$ cat src/tcw_pkg.sv
// ----------------------------------------------------------------------------
// tcw_pkg
// Shared types, constants and the binary-to-BCD step of the console writer.
// ----------------------------------------------------------------------------
`default_nettype none

package tcw_pkg;

	localparam logic [7:0] NEWLINE_CODE  = 8'd10;
	localparam logic [7:0] DIGIT_ZERO    = 8'd48;

	localparam int NUM_W         = 64;
	localparam int NUM_DIGITS    = 20;
	localparam int BCD_W         = NUM_DIGITS * 4;
	localparam int DIGIT_IDX_W   = 5;
	localparam int BITS_PER_STEP = 4;
	localparam int STEP_CNT_W    = 4;
	localparam int COL_W         = 7;
	localparam int ROW_W         = 5;
	localparam int IDX_W         = 11;
	localparam int WORD_W        = 16;

	typedef struct packed {
		logic load;
		logic newline;
		logic emit_char;
		logic conv_step;
		logic count;
		logic emit_digit;
	} cmd_t;

	typedef struct packed {
		logic is_newline;
		logic conv_done;
		logic last_digit;
		logic out_free;
	} stat_t;

	// One double-dabble step: add 3 to every digit of 5 or more, then shift in b.
	function automatic logic [BCD_W-1:0] dabble_step(input logic [BCD_W-1:0] bcd,
		input logic b);
		logic [BCD_W-1:0] adj;
		adj = bcd;
		for (int i = 0; i < NUM_DIGITS; i++) begin
			if (bcd[i*4 +: 4] >= 4'd5) begin
				adj[i*4 +: 4] = bcd[i*4 +: 4] + 4'd3;
			end
		end
		return {adj[BCD_W-2:0], b};
	endfunction

endpackage

`default_nettype wire

$ cat src/tcw_ctrl.sv
// ----------------------------------------------------------------------------
// tcw_ctrl
// Sequencer: accepts a transaction, runs conversion and steps cell writes.
// ----------------------------------------------------------------------------
`default_nettype none

module tcw_ctrl (
	input  wire logic          clk,
	input  wire logic          arst_n,
	input  wire logic          in_valid,
	output logic               in_ready,
	input  wire logic          op,
	input  wire tcw_pkg::stat_t stat,
	output tcw_pkg::cmd_t      cmd
);

	localparam logic [2:0] S_IDLE  = 3'd0;
	localparam logic [2:0] S_CHAR  = 3'd1;
	localparam logic [2:0] S_CONV  = 3'd2;
	localparam logic [2:0] S_COUNT = 3'd3;
	localparam logic [2:0] S_DIGIT = 3'd4;

	logic [2:0] state_q;
	logic [2:0] state_d;

	always_comb begin
		state_d  = state_q;
		cmd      = '0;
		in_ready = 1'b0;
		case (state_q)
			S_IDLE: begin
				in_ready = 1'b1;
				if (in_valid) begin
					cmd.load = 1'b1;
					state_d  = op ? S_CONV : S_CHAR;
				end
			end
			S_CHAR: begin
				if (stat.is_newline) begin
					cmd.newline = 1'b1;
					state_d     = S_IDLE;
				end else if (stat.out_free) begin
					cmd.emit_char = 1'b1;
					state_d       = S_IDLE;
				end
			end
			S_CONV: begin
				cmd.conv_step = 1'b1;
				if (stat.conv_done) begin
					state_d = S_COUNT;
				end
			end
			S_COUNT: begin
				cmd.count = 1'b1;
				state_d   = S_DIGIT;
			end
			S_DIGIT: begin
				if (stat.out_free) begin
					cmd.emit_digit = 1'b1;
					if (stat.last_digit) begin
						state_d = S_IDLE;
					end
				end
			end
			default: begin
				state_d = S_IDLE;
			end
		endcase
	end

	always_ff @(posedge clk or negedge arst_n) begin
		if (!arst_n) begin
			state_q <= S_IDLE;
		end else begin
			state_q <= state_d;
		end
	end

endmodule

`default_nettype wire

$ cat src/tcw_dp.sv
// ----------------------------------------------------------------------------
// tcw_dp
// Datapath: cursor, decimal conversion, digit selection and output register.
// ----------------------------------------------------------------------------
`default_nettype none

module tcw_dp #(
	parameter int COLUMNS = 80,
	parameter int ROWS    = 25
) (
	input  wire logic                          clk,
	input  wire logic                          arst_n,
	input  wire tcw_pkg::cmd_t                 cmd,
	output tcw_pkg::stat_t                     stat,
	input  wire logic [7:0]                    char_code,
	input  wire logic [tcw_pkg::NUM_W-1:0]     number,
	input  wire logic [7:0]                    color,
	output logic                               out_valid,
	input  wire logic                          out_ready,
	output logic [tcw_pkg::IDX_W-1:0]          cell_index,
	output logic [tcw_pkg::WORD_W-1:0]         cell_word,
	output logic                               last
);

	localparam int CW = tcw_pkg::COL_W;
	localparam int RW = tcw_pkg::ROW_W;
	localparam logic [CW-1:0] COLS_C     = CW'(COLUMNS);
	localparam logic [RW:0]   ROWS_C     = (RW + 1)'(ROWS);
	localparam logic [RW-1:0] LAST_ROW_C = RW'(ROWS - 1);
	localparam logic [tcw_pkg::STEP_CNT_W-1:0] LAST_STEP_C =
		tcw_pkg::STEP_CNT_W'(tcw_pkg::NUM_W / tcw_pkg::BITS_PER_STEP - 1);

	logic [CW-1:0]                      col_q;
	logic [RW-1:0]                      row_q;
	logic                               out_valid_q;
	logic [tcw_pkg::STEP_CNT_W-1:0]     step_q;
	logic [7:0]                         char_q;
	logic [7:0]                         color_q;
	logic [tcw_pkg::NUM_W-1:0]          bin_q;
	logic [tcw_pkg::BCD_W-1:0]          bcd_q;
	logic [tcw_pkg::DIGIT_IDX_W-1:0]    dig_q;
	logic [tcw_pkg::IDX_W-1:0]          idx_q;
	logic [tcw_pkg::WORD_W-1:0]         word_q;
	logic                               last_q;

	logic                               emit;
	logic [CW-1:0]                      col_w;
	logic [RW:0]                        row_wrap;
	logic [RW-1:0]                      row_w;
	logic [CW+RW-1:0]                   idx_full;
	logic [7:0]                         emit_char;
	logic [3:0]                         digit;
	logic [tcw_pkg::DIGIT_IDX_W-1:0]    top_digit;
	logic [tcw_pkg::BCD_W-1:0]          bcd_next;

	assign emit = cmd.emit_char | cmd.emit_digit;

	// Wrap and clamp the cursor ahead of a write.
	always_comb begin
		if (col_q >= COLS_C) begin
			col_w    = '0;
			row_wrap = {1'b0, row_q} + 1'b1;
		end else begin
			col_w    = col_q;
			row_wrap = {1'b0, row_q};
		end
		row_w    = (row_wrap >= ROWS_C) ? LAST_ROW_C : row_wrap[RW-1:0];
		idx_full = {{CW{1'b0}}, row_w} * {{RW{1'b0}}, COLS_C} + {{RW{1'b0}}, col_w};
	end

	assign digit     = bcd_q[dig_q*4 +: 4];
	assign emit_char = cmd.emit_digit ? (tcw_pkg::DIGIT_ZERO | {4'd0, digit}) : char_q;

	// Position of the most significant nonzero digit, zero for the value zero.
	always_comb begin
		top_digit = '0;
		for (int i = 0; i < tcw_pkg::NUM_DIGITS; i++) begin
			if (bcd_q[i*4 +: 4] != 4'd0) begin
				top_digit = tcw_pkg::DIGIT_IDX_W'(i);
			end
		end
	end

	always_comb begin
		bcd_next = bcd_q;
		for (int s = 0; s < tcw_pkg::BITS_PER_STEP; s++) begin
			bcd_next = tcw_pkg::dabble_step(bcd_next, bin_q[tcw_pkg::NUM_W-1-s]);
		end
	end

	always_ff @(posedge clk or negedge arst_n) begin
		if (!arst_n) begin
			col_q       <= '0;
			row_q       <= '0;
			out_valid_q <= 1'b0;
			step_q      <= '0;
		end else begin
			if (cmd.newline) begin
				col_q <= '0;
				if ({1'b0, row_q} < ROWS_C) begin
					row_q <= row_q + 1'b1;
				end
			end else if (emit) begin
				col_q <= col_w + 1'b1;
				row_q <= row_w;
			end
			if (emit) begin
				out_valid_q <= 1'b1;
			end else if (out_ready) begin
				out_valid_q <= 1'b0;
			end
			if (cmd.load) begin
				step_q <= '0;
			end else if (cmd.conv_step) begin
				step_q <= step_q + 1'b1;
			end
		end
	end

	always_ff @(posedge clk) begin
		if (cmd.load) begin
			char_q  <= char_code;
			color_q <= color;
			bin_q   <= number;
			bcd_q   <= '0;
		end else if (cmd.conv_step) begin
			bcd_q <= bcd_next;
			bin_q <= bin_q << tcw_pkg::BITS_PER_STEP;
		end
		if (cmd.count) begin
			dig_q <= top_digit;
		end else if (cmd.emit_digit) begin
			dig_q <= dig_q - 1'b1;
		end
		if (emit) begin
			idx_q  <= idx_full[tcw_pkg::IDX_W-1:0];
			word_q <= {color_q, emit_char};
			last_q <= cmd.emit_char | (dig_q == '0);
		end
	end

	assign stat.is_newline = (char_q == tcw_pkg::NEWLINE_CODE);
	assign stat.conv_done  = (step_q == LAST_STEP_C);
	assign stat.last_digit = (dig_q == '0);
	assign stat.out_free   = !out_valid_q || out_ready;

	assign out_valid  = out_valid_q;
	assign cell_index = idx_q;
	assign cell_word  = word_q;
	assign last       = last_q;

endmodule

`default_nettype wire

$ cat src/text_console_cell_writer.sv
// Character path: after acceptance the sequencer waits in S_CHAR until the output
//   register is free, then loads the write and raises out_valid; a newline updates
//   the cursor from S_CHAR and writes nothing. Numbers of up to 20 digits:
//   the binary-to-decimal conversion takes 4 bits per cycle over 64 bits, then
//   one digit is written per cycle from the output register while it is free.
// Reset: asynchronous, clears the cursor to column 0, row 0, the sequencer and out_valid.
// ----------------------------------------------------------------------------
// text_console_cell_writer
// Text console engine: places characters and decimal numbers as cell writes.
// ----------------------------------------------------------------------------
`default_nettype none

module text_console_cell_writer #(
	parameter int COLUMNS = 80,
	parameter int ROWS    = 25
) (
	input  wire logic                      clk,
	input  wire logic                      arst_n,
	input  wire logic                      in_valid,
	output logic                           in_ready,
	input  wire logic                      op,
	input  wire logic [7:0]                char_code,
	input  wire logic [tcw_pkg::NUM_W-1:0] number,
	input  wire logic [7:0]                color,
	output logic                           out_valid,
	input  wire logic                      out_ready,
	output logic [tcw_pkg::IDX_W-1:0]      cell_index,
	output logic [tcw_pkg::WORD_W-1:0]     cell_word,
	output logic                           last
);

	// Grid size; the cell index only stays in range when the grid fits 11 bits.
	localparam int CELLS = COLUMNS * ROWS;
	localparam logic FITS = (CELLS <= (1 << tcw_pkg::IDX_W));

	tcw_pkg::cmd_t  cmd;
	tcw_pkg::stat_t stat;

	// Sequencer: holds in_ready low from acceptance until the last cell write
	// of the transaction is in the output register, or a newline has moved the cursor.
	tcw_ctrl u_ctrl (
		.clk      (clk),
		.arst_n   (arst_n),
		.in_valid (in_valid),
		.in_ready (in_ready),
		.op       (op),
		.stat     (stat),
		.cmd      (cmd)
	);

	// Datapath: captures the transaction, converts numbers, advances the cursor
	// and drives the output register that separates the two channels.
	tcw_dp #(
		.COLUMNS (COLUMNS),
		.ROWS    (ROWS)
	) u_dp (
		.clk        (clk),
		.arst_n     (arst_n),
		.cmd        (cmd),
		.stat       (stat),
		.char_code  (char_code),
		.number     (number),
		.color      (color),
		.out_valid  (out_valid),
		.out_ready  (out_ready),
		.cell_index (cell_index),
		.cell_word  (cell_word),
		.last       (last)
	);

	// Block busy in the cycle after any accepted transaction.
	a_busy_after_accept: assert property (@(posedge clk) disable iff (!arst_n)
		in_valid && in_ready |=> !in_ready)
		else $error("in_ready high right after acceptance");

	// A newline returns to idle from S_CHAR without waiting on the output register.
	a_newline_returns: assert property (@(posedge clk) disable iff (!arst_n)
		in_valid && in_ready && !op && (char_code == tcw_pkg::NEWLINE_CODE)
		|-> ##2 in_ready)
		else $error("newline did not return to idle");

	// Cell index stays on the grid when the grid fits the index width.
	a_index_on_grid: assert property (@(posedge clk) disable iff (!arst_n)
		out_valid && FITS |-> (int'(cell_index) < CELLS))
		else $error("cell index off the grid");

	// While idle, a cell write still pending in the output register is the final one of its transaction.
	a_no_new_input_while_out: assert property (@(posedge clk) disable iff (!arst_n)
		in_ready && out_valid |-> last)
		else $error("idle while a non-final cell write is pending");

endmodule

`default_nettype wire
$ cat config.mk
export PLATFORM = sky130hd
export DESIGN_NAME = text_console_cell_writer
export DESIGN_NICKNAME = d
export VERILOG_FILES = /design/src/tcw_pkg.sv /design/src/tcw_ctrl.sv /design/src/tcw_dp.sv /design/src/text_console_cell_writer.sv
export SDC_FILE = /design/constraint.sdc
export NUM_CORES = 1
export LEC_CHECK = 0
export BUFFER_PORTS_ARGS = -buffer_cell sky130_fd_sc_hd__buf_2
export CORE_AREA = 2 2 181 200
export DETAILED_ROUTE_END_ITERATION = 7
export DIE_AREA = 0 0 183 202
export PLACE_DENSITY_LB_ADDON = 0.12
export REMOVE_ABC_BUFFERS = 1
export SYNTH_ARGS = -nofsm -noshare
export SYNTH_HDL_FRONTEND = slang
export SYNTH_HIERARCHICAL = 1
export SYNTH_SLANG_ARGS = --single-unit
$ cat constraint.sdc
create_clock -name clk -period 9.29 [get_ports clk]
set_input_delay 1.858 -clock clk [delete_from_list [all_inputs] [get_ports clk]]
set_output_delay 1.858 -clock clk [all_outputs]
set_load 0.1 [all_outputs]
# --- Word level (Yosys, flattened, before mapping) ---
# Cells that the tools add are included.
word_totals:
  ramBits: 0
  mem_bits_ro: 0
  reg_bits: 213
  memories: 0
  elab_cells: 362
  out_inout_bits: 30
  in_bits: 85
  latchBits: 0
op_classes:
  n_mux: 134
  reduce_logical: 29
  n_lt_le_gt_ge: 83
  n_shift: 1
  n_addsub: 86
  eq_ne: 12
  multipliers: 1
  n_bitwise: 2
  div: 0
ops:
  columns: ["op", "n"]
  rows:
  - ["$ge 4x3->1 const B", 80]
  - ["$mux 4", 79]
  - ["$add 4x2->4 const B", 76]
  - ["$mux 64", 2]
  - ["$mux 5", 24]
  - ["$shiftx 80x8->4", 1]
  - ["$reduce_bool 4->1", 19]
  - ["$mux 3", 10]
  - ["$mux 7", 3]
  - ["$pmux 3 s5", 1]
  - ["$add 3x2->3 const B", 4]
  - ["$mux 1", 12]
  - ["$add 11x7->11", 1]
  - ["$eq 8x4->1 const B", 1]
  - ["$ne 2x2->1 const B", 4]
  - ["$reduce_bool 2->1", 4]
  - ["$add 7x1->7 const B", 1]
  - ["$ge 7x7->1 const B", 1]
  - ["$mul 5x3->7 const B", 1]
  - ["$add 5x1->6 const B", 1]
  - ["$eq 3x2->1 const B", 2]
  - ["$ge 6x5->1 const B", 1]
  - ["$mux 6", 1]
  - ["$add 5x1->5 const B", 1]
  - ["other kinds (16)", 18]

# --- Depth between registers and ports, before layout ---
depth:
  depth_word: 21
  depth_mapped: 21
  depth_no_buf: 21

# --- Cells and area by module ---
# The synthesis kept the hierarchy.
by_module_without_submodules:
  columns: ["module", "instances", "seq_area_each_um2", "area_per_inst_um2", "cells_per_inst"]
  rows:
  - ["tcw_dp", 1, 5420.2, 18768.0, 2152]
  - ["tcw_ctrl", 1, 75.1, 201.4, 22]

# --- Worst setup path before layout ---
# Ideal clock, no wire load.
synth_timing:
  path_kind: "reg2reg"
  startpoint: "reg u_ctrl.state_q[1]"
  endpoint: "reg u_dp/bcd_q[30] (netlist bit)"
  arrival_ps: 5755
  slack_ps: 3289
  n_path_buf: 2
  synth_period_minus_slack_ps: 6001
  stages_incl_launch_ff: 8
  setup_ps: 246
  required_ps: 9044
  cell_sequence: "dfrtp_1 > buf_6 > nor3_1 > and2_1 > nor2_1 > inv_1 > clkbuf_1 > o32ai_1"
synth_lines:
  columns: ["item", "line_no", "text"]
  rows:
  - ["start: declaration", "tcw_ctrl.sv:23", "logic [2:0] state_q;"]
  - ["start signal: assignment", "tcw_ctrl.sv:75", "state_q <= state_d;"]
  - ["end signal: assignment", "tcw_dp.sv:127", "bcd_q <= bcd_next;"]
  - ["end: declaration", "tcw_dp.sv:40", "logic [tcw_pkg::BCD_W-1:0] bcd_q;"]

# --- Worst setup path after layout ---
layout_timing:
  startpoint: "reg u_dp/bcd_q[33] (netlist bit)"
  endpoint: "reg u_dp/bcd_q[33] (netlist bit)"
layout_via:
  elab_chain_len: 8
layout_rtl:
  columns: ["item", "line_no", "text"]
  rows:
  - ["$add 4x2->4 or $ge 4x3->1 (tied branches)", "tcw_pkg.sv:46, tcw_pkg.sv:45", null]
  - ["$mux 4 *", "tcw_pkg.sv:45", "if (bcd[i*4 +: 4] >= 4'd5) begin"]
  - ["$add 4x2->4 or $ge 4x3->1 (tied branches)", "tcw_pkg.sv:46, tcw_pkg.sv:45", null]
  - ["$mux 4 *", "tcw_pkg.sv:45", null]
  - ["$ge 4x3->1 or $add 4x2->4 (tied branches)", "tcw_pkg.sv:45, tcw_pkg.sv:46", null]
  - ["$mux 4 *", "tcw_pkg.sv:45", null]
  - ["$ge 4x3->1 *", "tcw_pkg.sv:45", null]
  - ["$mux 4 *", "tcw_pkg.sv:45", null]
# Every way passes the cells marked *; elsewhere a longest branch is shown, timed or not.
# A chain may end at the register's enable or synchronous reset.

==> results.sh <==
export IMPL_outcome="finished, final reports clean"
export IMPL_worst_pin_slew_ns=1.155
export IMPL_slew_limit_headroom=0.2218
export IMPL_gr_usage_all_layers=0.2451
export IMPL_drive_above_1_share=0.1561
export IMPL_route_final_wire_length_mm=46.12
export IMPL_critical_path_arrival_ns=5.36
export IMPL_drtPass1Iterations=6
export IMPL_async_flop_share=0.09390
export IMPL_clock_skew_ns=0.01034
export IMPL_cp_startpoint="u_dp/bcd_q[33]"
export IMPL_place_detailed_hpwl_mm=33.66
export IMPL_vias=16430
export IMPL_die_width_um=183
export IMPL_nets=2458
export IMPL_critical_path_endpoint_type="flop"
export IMPL_later_pin_clock_latency_in_the_skew_report_ns=0.54
export IMPL_avgRoutedWirePerCell_um=17.09
export IMPL_placement_io_buffers=114
export IMPL_period_share=0.5291
export IMPL_grt_overflow_total=0
export IMPL_netlist_instances=2174
export IMPL_die_area_um2=36970
export IMPL_cts_inserted_buffers=26
export IMPL_endpoint="u_dp/bcd_q[33]"
export IMPL_floorplan_rows=72
export IMPL_grt_pass1_wl_mm=75.80
export IMPL_hold_buffers=0
export IMPL_cts_repair_timing_setup_buffer_count=0
export IMPL_grt_setup_unrepaired="no"
export IMPL_hold_start="u_dp/color_q[4]"
export IMPL_cts_repair_resize_count=0
export IMPL_final_hold_violation_count=0
export IMPL_setup_violations=0
export IMPL_diodes=0
export IMPL_register_to_register_setup_slack_ns=4.37
export IMPL_die_h_um=202
export IMPL_setup_total_negative_slack_ns=0
export IMPL_ys_seq_area_frac=0.2897
export IMPL_critical_path_peak_fanout=6
export IMPL_drc_viols=0
export IMPL_synth_seq_cells=213
export IMPL_io_pins=115
export IMPL_rr_endpoint="u_dp/bcd_q[33]"
export IMPL_crit_type="flop to flop"
export IMPL_tritoncts="done"
export IMPL_synthDistinctLibCells=109
export IMPL_layout_min_cycle_time_ns=4.915
export IMPL_cts_max_level=1
export IMPL_grt_antenna_before_repair=0
export IMPL_syn_warnings=6
export IMPL_final_max_slew_viol_count=0
export IMPL_postSynthAreaPerCell_um2=8.726
export IMPL_initial_utilization=0.5427
export IMPL_maxClockFrequency_mhz=203.5
export IMPL_synth_top_flop_cell="sky130_fd_sc_hd__edfxtp_1"
export IMPL_required_time_reported_for_the_critical_path_endpoint_ns=9.73
export IMPL_number_of_routed_nets_with_antenna_violations=0
export IMPL_cts_root_buffer="sky130_fd_sc_hd__clkbuf_16"
export IMPL_grt_start_max_net_pins=77
export IMPL_hold_class="flop to flop"
export IMPL_initialDrtViolationCount=1077
export IMPL_vias_in_the_first_global_route=15380
export IMPL_critPathLaunchType="flop"
export IMPL_number_of_cells_traversed_by_the_worst_register_to_register_path=19
export IMPL_cap_violations=0
export IMPL_combined_area_of_all_synthesized_cells_um2=18970
export IMPL_cts_clk_slew_worst_paths_ns=0.06
export IMPL_timing_rr_start="u_dp/bcd_q[33]"
export IMPL_synth_edff_count=113
export IMPL_cts_max_path_buffers=3
export IMPL_route_detailed_vias_per_inst=6.087
export IMPL_place_congestion=0.8845
export IMPL_clkSinkCount=213
export IMPL_core_area_um2=34950
export IMPL_area_growth_syn_to_layout_pct=8.443
[registers in the layout, indices dropped and copies added, names as in the netlist]
signal and count:
u_dp/out_valid 1, u_dp/bin_q 64, u_dp/color_q 8, u_dp/cell_index 11, u_dp/char_q 8, u_ctrl/state_q 3, u_dp/dig_q 5, u_dp/step_q 4
u_dp/cell_word 16, u_dp/bcd_q 80, u_dp/col_q 7, u_dp/row_q 5, u_dp/last 1
[cell families (layout without fill, tap and decap cells)]
group / Yosys count / in the layout / synth area share
buffers and inverters: 231 / 312 / 0.05198
AO/OA/AOI/OAI: 592 / 592 / 0.2148
adder cells (fa/ha/maj): 138 / 138 / 0.09142
XOR/XNOR: 62 / 62 / 0.02981
AND/OR/NAND/NOR: 746 / 746 / 0.1979
multiplexers: 192 / 192 / 0.1244
flip-flops: 213 / 213 / 0.2897
[critical path, stage by stage, from the launching register on]
cell                        delay (ns)
sky130_fd_sc_hd__dfxtp_1          0.32
sky130_fd_sc_hd__inv_1            0.13
sky130_fd_sc_hd__ha_1             0.27
sky130_fd_sc_hd__nor2b_1          0.27
sky130_fd_sc_hd__a2bb2oi_1        0.23
sky130_fd_sc_hd__and2_2           0.19
sky130_fd_sc_hd__inv_1            0.06
sky130_fd_sc_hd__ha_1             0.17
sky130_fd_sc_hd__and2b_1          0.25
sky130_fd_sc_hd__o22ai_1          0.09
sky130_fd_sc_hd__a211oi_1         0.58
sky130_fd_sc_hd__xnor2_1          0.27
sky130_fd_sc_hd__inv_1            0.11
sky130_fd_sc_hd__ha_1             0.24
sky130_fd_sc_hd__or4_1            0.53
sky130_fd_sc_hd__a311o_1          0.34
sky130_fd_sc_hd__o21ai_2          0.13
sky130_fd_sc_hd__a21oi_2          0.04
sky130_fd_sc_hd__or3b_1           0.38
sky130_fd_sc_hd__a311oi_2         0.25
[cell usage after synthesis (18+ instances only)]
library cell / n / area, µm²
sky130_fd_sc_hd__xnor2_1: 41 / 359.1
sky130_fd_sc_hd__o21ai_0: 128 / 640.6
sky130_fd_sc_hd__a311oi_1: 25 / 219.0
sky130_fd_sc_hd__a21oi_1: 123 / 615.6
sky130_fd_sc_hd__mux4_2: 24 / 540.5
sky130_fd_sc_hd__and2_1: 23 / 143.9
sky130_fd_sc_hd__ha_1: 137 / 1714
sky130_fd_sc_hd__nand2_1: 218 / 818.3
sky130_fd_sc_hd__inv_1: 142 / 533.0
sky130_fd_sc_hd__nor2b_1: 36 / 225.2
sky130_fd_sc_hd__nand3_1: 56 / 280.3
sky130_fd_sc_hd__nand2b_1: 47 / 294.0
sky130_fd_sc_hd__xor2_1: 18 / 157.7
sky130_fd_sc_hd__nor2_1: 168 / 630.6
sky130_fd_sc_hd__mux2_2: 99 / 1115
sky130_fd_sc_hd__edfxtp_1: 113 / 3393
sky130_fd_sc_hd__a21o_1: 28 / 210.2
sky130_fd_sc_hd__buf_2: 26 / 130.1
sky130_fd_sc_hd__a31oi_1: 26 / 162.7
sky130_fd_sc_hd__mux2i_1: 66 / 660.6
sky130_fd_sc_hd__a211oi_1: 45 / 337.8
sky130_fd_sc_hd__o31ai_1: 20 / 150.1
sky130_fd_sc_hd__nor3b_1: 28 / 210.2
sky130_fd_sc_hd__dfrtp_1: 20 / 500.5
sky130_fd_sc_hd__dfxtp_1: 80 / 1602
sky130_fd_sc_hd__or3_1: 25 / 156.4
sky130_fd_sc_hd__o211ai_1: 24 / 180.2
sky130_fd_sc_hd__nor3_1: 37 / 185.2
sky130_fd_sc_hd__clkbuf_1: 46 / 172.7
[layout by cell type (no fill, tap or decap), types with 27 or more instances in the layout]
cell,count
sky130_fd_sc_hd__nand2_1,218
sky130_fd_sc_hd__nor2_1,166
sky130_fd_sc_hd__inv_1,141
sky130_fd_sc_hd__ha_1,137
sky130_fd_sc_hd__o21ai_0,128
sky130_fd_sc_hd__a21oi_1,123
sky130_fd_sc_hd__buf_2,114
sky130_fd_sc_hd__edfxtp_1,113
sky130_fd_sc_hd__mux2_2,99
sky130_fd_sc_hd__dfxtp_1,80
sky130_fd_sc_hd__mux2i_1,66
sky130_fd_sc_hd__nand3_1,56
sky130_fd_sc_hd__nand2b_1,47
sky130_fd_sc_hd__a211oi_1,45
sky130_fd_sc_hd__xnor2_1,41
sky130_fd_sc_hd__nor3_1,37
sky130_fd_sc_hd__nor2b_1,36
sky130_fd_sc_hd__a21o_1,28
sky130_fd_sc_hd__clkbuf_16,27
sky130_fd_sc_hd__nor3b_1,27
[how the worst min path moves through the flow]
stage	end	slack, ns	cells after the start
floorplan	u_dp/cell_word[10]	0.40	0
global placement	u_dp/cell_word[15]	0.40	0
detailed placement	u_dp/cell_word[15]	0.41	0
CTS	u_dp/cell_word[15]	0.43	0
global route	u_dp/cell_word[9]	0.44	0
finish	u_dp/cell_word[12]	0.43	0
[through the flow]
step	instances	area, µm²	worst slack, ns	util	hold WS, ns
after CTS	2699	20570	4.432	0.5885	0.4255
after detailed placement	2651	19720	4.480	0.5642	0.4118
after global placement	2651	19720	4.635	0.5642	0.4005
after global routing	2699	20570	3.927	0.5885	0.4422
after floorplan	2086	18520	0.3949	-	0.4003
final	2699	20570	4.375	0.5885	0.4273
[layout make-up]
class                   count  area (µm²)
fillers                  3137       14380
multi-input cells        1730       12510
flip-flops and latches    213        5495
clock buffers              34       701.9
repair buffers            121       623.1
well taps                 444       555.5
inverters                 143       536.8
clock inverters            14       147.6
[routing by layer]
| layer | track usage | part of all wire | vias up |
|---|---|---|---|
| li1 | - | - | 8174 |
| met1 | 0.3206 | 0.44 | 7838 |
| met2 | 0.4321 | 0.49 | 346 |
| met3 | 0.02162 | 0.039 | 72 |
| met4 | 0.06886 | 0.027 | 0 |
| met5 | 0 | 0 | - |
Power is not shown: default switching activity piles up to over one toggle a cycle in this logic, so the estimate is an artifact.
